==> config.mk <==
export PLATFORM = sky130hd
export DESIGN_NAME = sit_fifo
export DESIGN_NICKNAME = d
export VERILOG_FILES = /design/src/rtl/sit_pkg.sv /design/src/rtl/sit_fifo.sv
export SDC_FILE = /design/constraint.sdc
export NUM_CORES = 2
export LEC_CHECK = 0
export ABC_CLOCK_PERIOD_IN_PS = 32100
export BUFFER_PORTS_ARGS = -buffer_cell sky130_fd_sc_hd__buf_4
export CORE_AREA = 10 10 450 561
export DETAILED_ROUTE_END_ITERATION = 10
export DIE_AREA = 0 0 460 571
export PLACE_DENSITY = 0.73
export SLEW_MARGIN = 20
export SYNTH_ARGS = -nofsm -noshare
export SYNTH_HDL_FRONTEND = slang
export SYNTH_SLANG_ARGS = --single-unit
==> constraint.sdc <==
create_clock -name clk_i -period 32.1 [get_ports clk_i]
set_clock_uncertainty 0.1 [all_clocks]
set_input_delay 8.025 -clock clk_i [delete_from_list [all_inputs] [get_ports clk_i]]
set_output_delay 8.025 -clock clk_i [all_outputs]
set_load 0.02 [all_outputs]
==> src/rtl/sit_pkg.sv <==
// ----------------------------------------------------------------------------
// sit_pkg
// Shared widths, constants and types for the segment intersection trimmer.
// ----------------------------------------------------------------------------
package sit_pkg;

  localparam int CW   = 24;          // coordinate width
  localparam int DW   = CW + 1;      // coordinate difference width
  localparam int PW   = 2 * DW;      // product width
  localparam int NW   = PW + 1;      // determinant and numerator width (signed)
  localparam int MW   = NW;          // magnitude width
  localparam int RW   = MW + 1;      // divider remainder width
  localparam int QF   = 24;          // fraction bits of t and u
  localparam int QW   = QF + 1;      // quotient bits kept: one integer bit
  localparam int TW   = QW + 2;      // signed width of t and u
  localparam int SHW  = PW + 1 - QF; // rounded step width
  localparam int SW   = CW + 4;      // point sum width

  localparam int LIM_W     = 21;
  localparam int TOL_W     = 16;
  localparam int CFG_IDX_W = 4;
  localparam int CFG_DW    = 21;

  localparam logic [CFG_IDX_W-1:0] CFG_IDX_LIMIT = CFG_IDX_W'(0);
  localparam logic [CFG_IDX_W-1:0] CFG_IDX_TOL   = CFG_IDX_W'(1);

  localparam logic [LIM_W-1:0] LIMIT_RESET = LIM_W'(1);
  localparam logic [TOL_W-1:0] TOL_RESET   = TOL_W'(17);

  localparam int FIFO_DEPTH = 8;
  localparam int FIFO_AW    = 3;
  localparam int FRONT_N    = 4;

  localparam logic signed [TW-1:0] T_ONE   = TW'(2 ** QF);
  localparam logic signed [SW-1:0] SUM_MAX = SW'(2 ** (CW - 1) - 1);
  localparam logic signed [SW-1:0] SUM_MIN = SW'(-(2 ** (CW - 1)));
  localparam logic [PW:0]          HALF    = (PW + 1)'(2 ** (QF - 1));

  typedef struct packed {
    logic [LIM_W-1:0] limit;
    logic [TOL_W-1:0] tol;
  } cfg_t;

  typedef struct packed {
    logic                 rej;
    logic                 t_neg;
    logic                 u_neg;
    logic [MW-1:0]        dmag;
    logic [MW-1:0]        tmag;
    logic [MW-1:0]        umag;
    logic signed [CW-1:0] asx;
    logic signed [CW-1:0] asy;
    logic signed [DW-1:0] dx1;
    logic signed [DW-1:0] dy1;
    logic signed [CW-1:0] aex;
    logic signed [CW-1:0] aey;
    logic signed [CW-1:0] aez;
  } item_t;

  typedef struct packed {
    logic                 rej;
    logic                 t_neg;
    logic                 u_neg;
    logic signed [CW-1:0] asx;
    logic signed [CW-1:0] asy;
    logic signed [DW-1:0] dx1;
    logic signed [DW-1:0] dy1;
    logic signed [CW-1:0] aex;
    logic signed [CW-1:0] aey;
    logic signed [CW-1:0] aez;
  } side_t;

endpackage

==> src/rtl/sit_fifo.sv <==
// ----------------------------------------------------------------------------
// sit_fifo
// Short queue between front and back, registered read.
// ----------------------------------------------------------------------------
module sit_fifo import sit_pkg::*; (
  input  logic               clk_i,
  input  logic               rst_ni,
  input  logic               push_i,
  input  item_t              push_data_i,
  output logic [FIFO_AW:0]   count_o,
  output logic               out_vld_o,
  output item_t              out_o
);

  item_t              mem [FIFO_DEPTH];
  logic [FIFO_AW-1:0] wr_ptr_q, rd_ptr_q;
  logic [FIFO_AW:0]   cnt_q;
  logic               pop;
  logic               vld_q;
  item_t              rd_q;

  assign pop = (cnt_q != '0);

  always_ff @(posedge clk_i) begin
    if (push_i) begin
      mem[wr_ptr_q] <= push_data_i;
    end
    if (pop) begin
      rd_q <= mem[rd_ptr_q];
    end
  end

  always_ff @(posedge clk_i or negedge rst_ni) begin
    if (!rst_ni) begin
      wr_ptr_q <= '0;
      rd_ptr_q <= '0;
      cnt_q    <= '0;
      vld_q    <= 1'b0;
    end else begin
      if (push_i) begin
        wr_ptr_q <= wr_ptr_q + 1'b1;
      end
      if (pop) begin
        rd_ptr_q <= rd_ptr_q + 1'b1;
      end
      cnt_q <= cnt_q + (FIFO_AW + 1)'(push_i) - (FIFO_AW + 1)'(pop);
      vld_q <= pop;
    end
  end

  assign count_o   = cnt_q;
  assign out_vld_o = vld_q;
  assign out_o     = rd_q;

endmodule

* Word level (Yosys, flattened, before mapping) *
Memory sizes are Yosys's and may differ from the RTL's. A register that Yosys moved wholly into a read port is not among the register bits.
Index checks and enable logic that the tools add are counted.

storage, ports and cells
  flip-flop bits (word level) = 11
  memory bits (writable) = 2608
  input bits = 329
  output and inout bits = 331
  logic and storage cells = 12
  memories kept = 1

memory list
  name  depth  bits a word  read ports  clocked after memory_dff  wr ports  line            text
  mem   8      326          1           1                         1         sit_fifo.sv:15  item_t mem [FIFO_DEPTH];

cells by class
  add/sub/neg operators = 4
  multiplexer cells = 2
  reduce and logical (&&, ||, !) cells = 1

operators by type and width
  operator               number
  $add A3 B1 Y3 const B  2
  $add A4 B1 Y4          1
  $reduce_bool A4 Y1     1
  $sub A4 B1 Y4          1
  $mux W1                2

* Longest topological paths before layout *
  depth after elaboration = 2
  mapped depth = 10
  gate-level depth less buffers = 9

* Least setup slack after synthesis *
OpenSTA, ideal clock, no wires.

  path type = input-to-reg
  start = in push_i
  end = mem mem[0][0] in the netlist's numbering, enable pin
  arrival time = 30.028 ns
  slack = 0.559 ns
  stages on the path = 2
  cells stage by stage = nand2b_1 nor3_1

between the ends
  word-level cells in the longest chain between the ends = 2

ends and longest elaborated chain
  item                           line            text
  start, declared                sit_fifo.sv:8   input logic push_i,
  $mux W1                        sit_fifo.sv:25  if (push_i) begin
  $mux W1 (not written as such)  sit_fifo.sv:26  mem[wr_ptr_q] <= push_data_i;
  end, declared                  sit_fifo.sv:15

No other way between the ends.

* Worst setup path in the final report *
  start = in push_i
  end = mem mem[6][275] in the netlist's numbering, enable pin

The elaborated chain is that of the path after synthesis.

==> impl.org <==
** Die
- The initial utilization of the core area, before any placement, comes to 44.7%.
- Die area :: 0.263 mm²
- DIE HEIGHT :: 571 µm
- The die is 460 µm wide.
- Num ports :: 660
- Standard-cell rows :: 202
- Placeable core area :: 0.242 mm²

** Setup path
- Startpoint-to-endpoint class of the critical path :: input port to register
- Data arrival time of the worst path :: 12.43 ns
- STA puts the critical path data required time at 32.44 ns.
- Critical Path Max Stage Delay :: 0.84 ns
- The slowest stage of the critical path is the sky130_fd_sc_hd__buf_4 cell.
- Counting stages on the worst path, the most repeated cell is sky130_fd_sc_hd__buf_4.
- The critical path goes through buf_4, nand2_1, nor2_4, buf_4, buf_4, buf_4, buf_4.
- Reg2Reg Setup Slack :: 25.50 ns
- Of all nets on the critical path, the largest fanout is 56.
- The worst setup path is launched from an input port.
- Worst Setup End Kind :: register

** Clock tree
- CTS sink count :: 2,945
- In this run, post-CTS hold repair placed 0 buffers.
- The number of gates resized after CTS was 0.
- In this run the deepest clock path goes through 4 buffers.
- Clock latency on the worst-skew pair :: 0.84 ns
- The H-tree was split into 5 levels.
- CTS tree :: yes
- Post-CTS setup buffers :: 0
- CTS buffer count :: 287
- Worst-path clk slew :: 0.06 ns
- Root buffer cell :: sky130_fd_sc_hd__clkbuf_16

** Power
- IR analysis of the VDD net gives a maximum drop of 80.1 µV.
- Summed over all cells, the static leakage comes to 40.8 nW.
- Power density relative to cell area :: 93.9 mW/mm²

** Final layout
- After the last flow step, the layout net total stands at 5,328.
- Final core area utilization :: 52.1%
- Area growth from synthesis to final layout :: 16.5%
- Non-filler cells in the finished layout :: 8,395
- The post-route netlist has 40.7% of its cells at a drive strength greater than 1.
- Final-layout fill cell count :: 18,000

** Drt
- After the first detailed-routing iteration, the DRC count stood at 4,074.
- For this block, the routed nets add up to 226,000 µm of wire.
- After detailed routing, the number of remaining DRC violations is 0.
- Routed len/inst :: 26.9 µm
- After detailed routing, the number of vias per cell comes to 5.54.
- The first detailed-routing pass ran for 5 iterations.
- Antenna viol nets, final :: 0
- Via total after detailed routing :: 46,500

** Synth
- The synthesized netlist occupies a cell area of 0.108 mm².
- The number of nets handed over by synthesis was 4,485.
- Yosys top cell by area :: sky130_fd_sc_hd__edfxtp_1
- Ranking of synthesized cells by instance count :: 2,934 x sky130_fd_sc_hd__edfxtp_1, 652 x sky130_fd_sc_hd__mux4_2, 328 x sky130_fd_sc_hd__mux2_2
- Averaged over all synthesized cells, the footprint is 26.0 µm².
- The most used flip-flop cell after synthesis is sky130_fd_sc_hd__edfxtp_1.
- EDFF count, synth :: 2,934
- The most common cell in the synthesized netlist is sky130_fd_sc_hd__edfxtp_1.
- Number of distinct library cells after synthesis :: 20
- Fraction of registers with async set/reset :: 0.374%
- Sequential elements use 81.9% of the synthesized area.
- Leading cell types by total area after synthesis :: sky130_fd_sc_hd__edfxtp_1 82%, sky130_fd_sc_hd__mux4_2 14%, sky130_fd_sc_hd__mux2_2 3.4%, sky130_fd_sc_hd__clkbuf_1 0.31%, sky130_fd_sc_hd__buf_2 0.30%
- For this run, the number of Yosys warnings is 0.
- The top cell type by area accounts for 81.6% of the synthesized area.
- After synthesis the netlist holds a flip-flop and latch count of 2,945.
- After technology mapping, the gate count stands at 4,148.

** Placed design
- Placed Cells incl. Taps :: 7,864
- Summed over all nets, the half-perimeter wirelength after detailed placement is 131,000 µm.
- At the end of routability-driven placement, the weighted congestion stood at 0.739.
- Port buffering added 659 buffers.
- Timing analysis after detailed placement gives a worst setup slack of 19.07 ns.

** STA
- Share of the clock period used by the worst path after layout :: 37.7%
- The count of final max-slew check failures was 0.
- Worst-case setup margin in the final layout :: 20.01 ns
- Setup repair after global routing left no endpoint under its margin.
- Headroom to the max-slew limit :: 24.7%
- The clock period could shrink to 12.09 ns.
- Slew at the pin closest to its max-slew limit :: 1.13 ns
- After routing, the total negative slack on setup checks comes to 0 ns.
- Fmax :: 82.7 MHz
- # setup viols final :: 0
- The final number of hold-violating endpoints was 0.

** Global route
- Pin count of the biggest net entering global routing :: 144
- First-pass GRT wire length :: 335,000 µm
- Across every metal layer, demand over resource in global routing totals 16.9%.
- Number of antenna violations at the first check in global routing :: 79
- GRT overflow :: 0
- Vias in the first global route :: 48,700

** Run
- The tool flagged a number of max-cap violations equal to 0.

** Run status
- The run finished with clean final reports.

** Worst hold path
- The min-delay analysis places its worst path in the category register to register.
-- worst max-delay path, delay by kind of cell --
kind	cells	cell delay (ns)
buffers and inverters	5	3.30
and+or+nand+nor	2	0.87
-- sequential cells by signal, indices dropped and copies added (netlist names) --
register   cells
count_o        4
rd_ptr_q       3
mem         2608
out_vld_o      1
out_o        326
wr_ptr_q       3
-- logic make-up after synthesis --
family / Yosys count / share of synthesized area, %
flops: 2945 / 81.9
mux: 980 / 17.0
buf+inv: 191 / 0.879
simple gates: 16 / 0.0695
fa+ha+maj: 8 / 0.0997
xor+xnor: 6 / 0.0487
compound gates: 2 / 0.0116
-- area by class of cell --
cell class / count / area [µm²] / share of cell area (%)
multi-input combinational: 1012 / 18700 / 14.8
inverter: 8 / 30.0 / 0.0239
clock inverter: 159 / 1540 / 1.22
tap: 3162 / 3960 / 3.14
antenna: 32 / 80.1 / 0.0636
clock buffer: 340 / 7470 / 5.93
timing repair buffer: 737 / 5670 / 4.51
sequential: 2945 / 88400 / 70.3
-- worst paths after layout --
| path | from | endpoint | cells past startpoint |
|---|---|---|---|
| min in group asynchronous | rst_ni | count_o[3]$_DFF_PN0_ | 1 |
| max in group asynchronous | rst_ni | rd_ptr_q[2]$_DFFE_PN0N_ | 1 |
| worst max-delay path | push_i | mem[6][275]$_DFFE_PP_ | 7 |
| worst min register to register | wr_ptr_q[1]$_DFFE_PN0P_ | wr_ptr_q[1]$_DFFE_PN0P_ | 1 |
| worst max register to register | rd_ptr_q[0]$_DFFE_PN0N_ | out_o[189]$_DFFE_PN_ | 7 |
| worst min-delay path | wr_ptr_q[1]$_DFFE_PN0P_ | wr_ptr_q[1]$_DFFE_PN0P_ | 1 |
-- layer usage --
layer	global-route usage, %	up-vias	wire length, µm
li1	-	19600	-
met3	5.46	394	20200
met4	4.17	98	4920
met2	26.6	1716	109000
met1	23.1	24800	90900
met5	0	-	635
-- cells in the final DEF, fill, tap and decap left out, drive strengths merged, types with 10 or more instances in the layout --
cell type | Yosys | routed
diode | 0 | 32
dfrtp | 11 | 11
bufinv | 0 | 23
clkinv | 0 | 112
mux4 | 652 | 652
mux2 | 328 | 328
buf | 93 | 737
edfxtp | 2934 | 2934
clkinvlp | 0 | 10
clkbuf | 90 | 340
inv | 8 | 22
-- power breakdown --
group	internal, mW	switching [mW]	leakage [nW]
Clock	1.86	1.38	4.38
Sequential	5.12	0.249	27.2
Combinational	1.48	1.73	9.21
-- through the flow --
stage          power, mW  area, µm²  hold slack, ns
4_1_cts             12.0     126000           0.476
2_1_floorplan       7.85     108000           0.417
5_1_grt             12.3     126000           0.496
3_3_place_gp        8.67     117000           0.480
6_report            11.8     126000           0.480
3_5_place_dp        8.72     117000           0.472
Note: power is estimated with default switching activity, not from simulation.
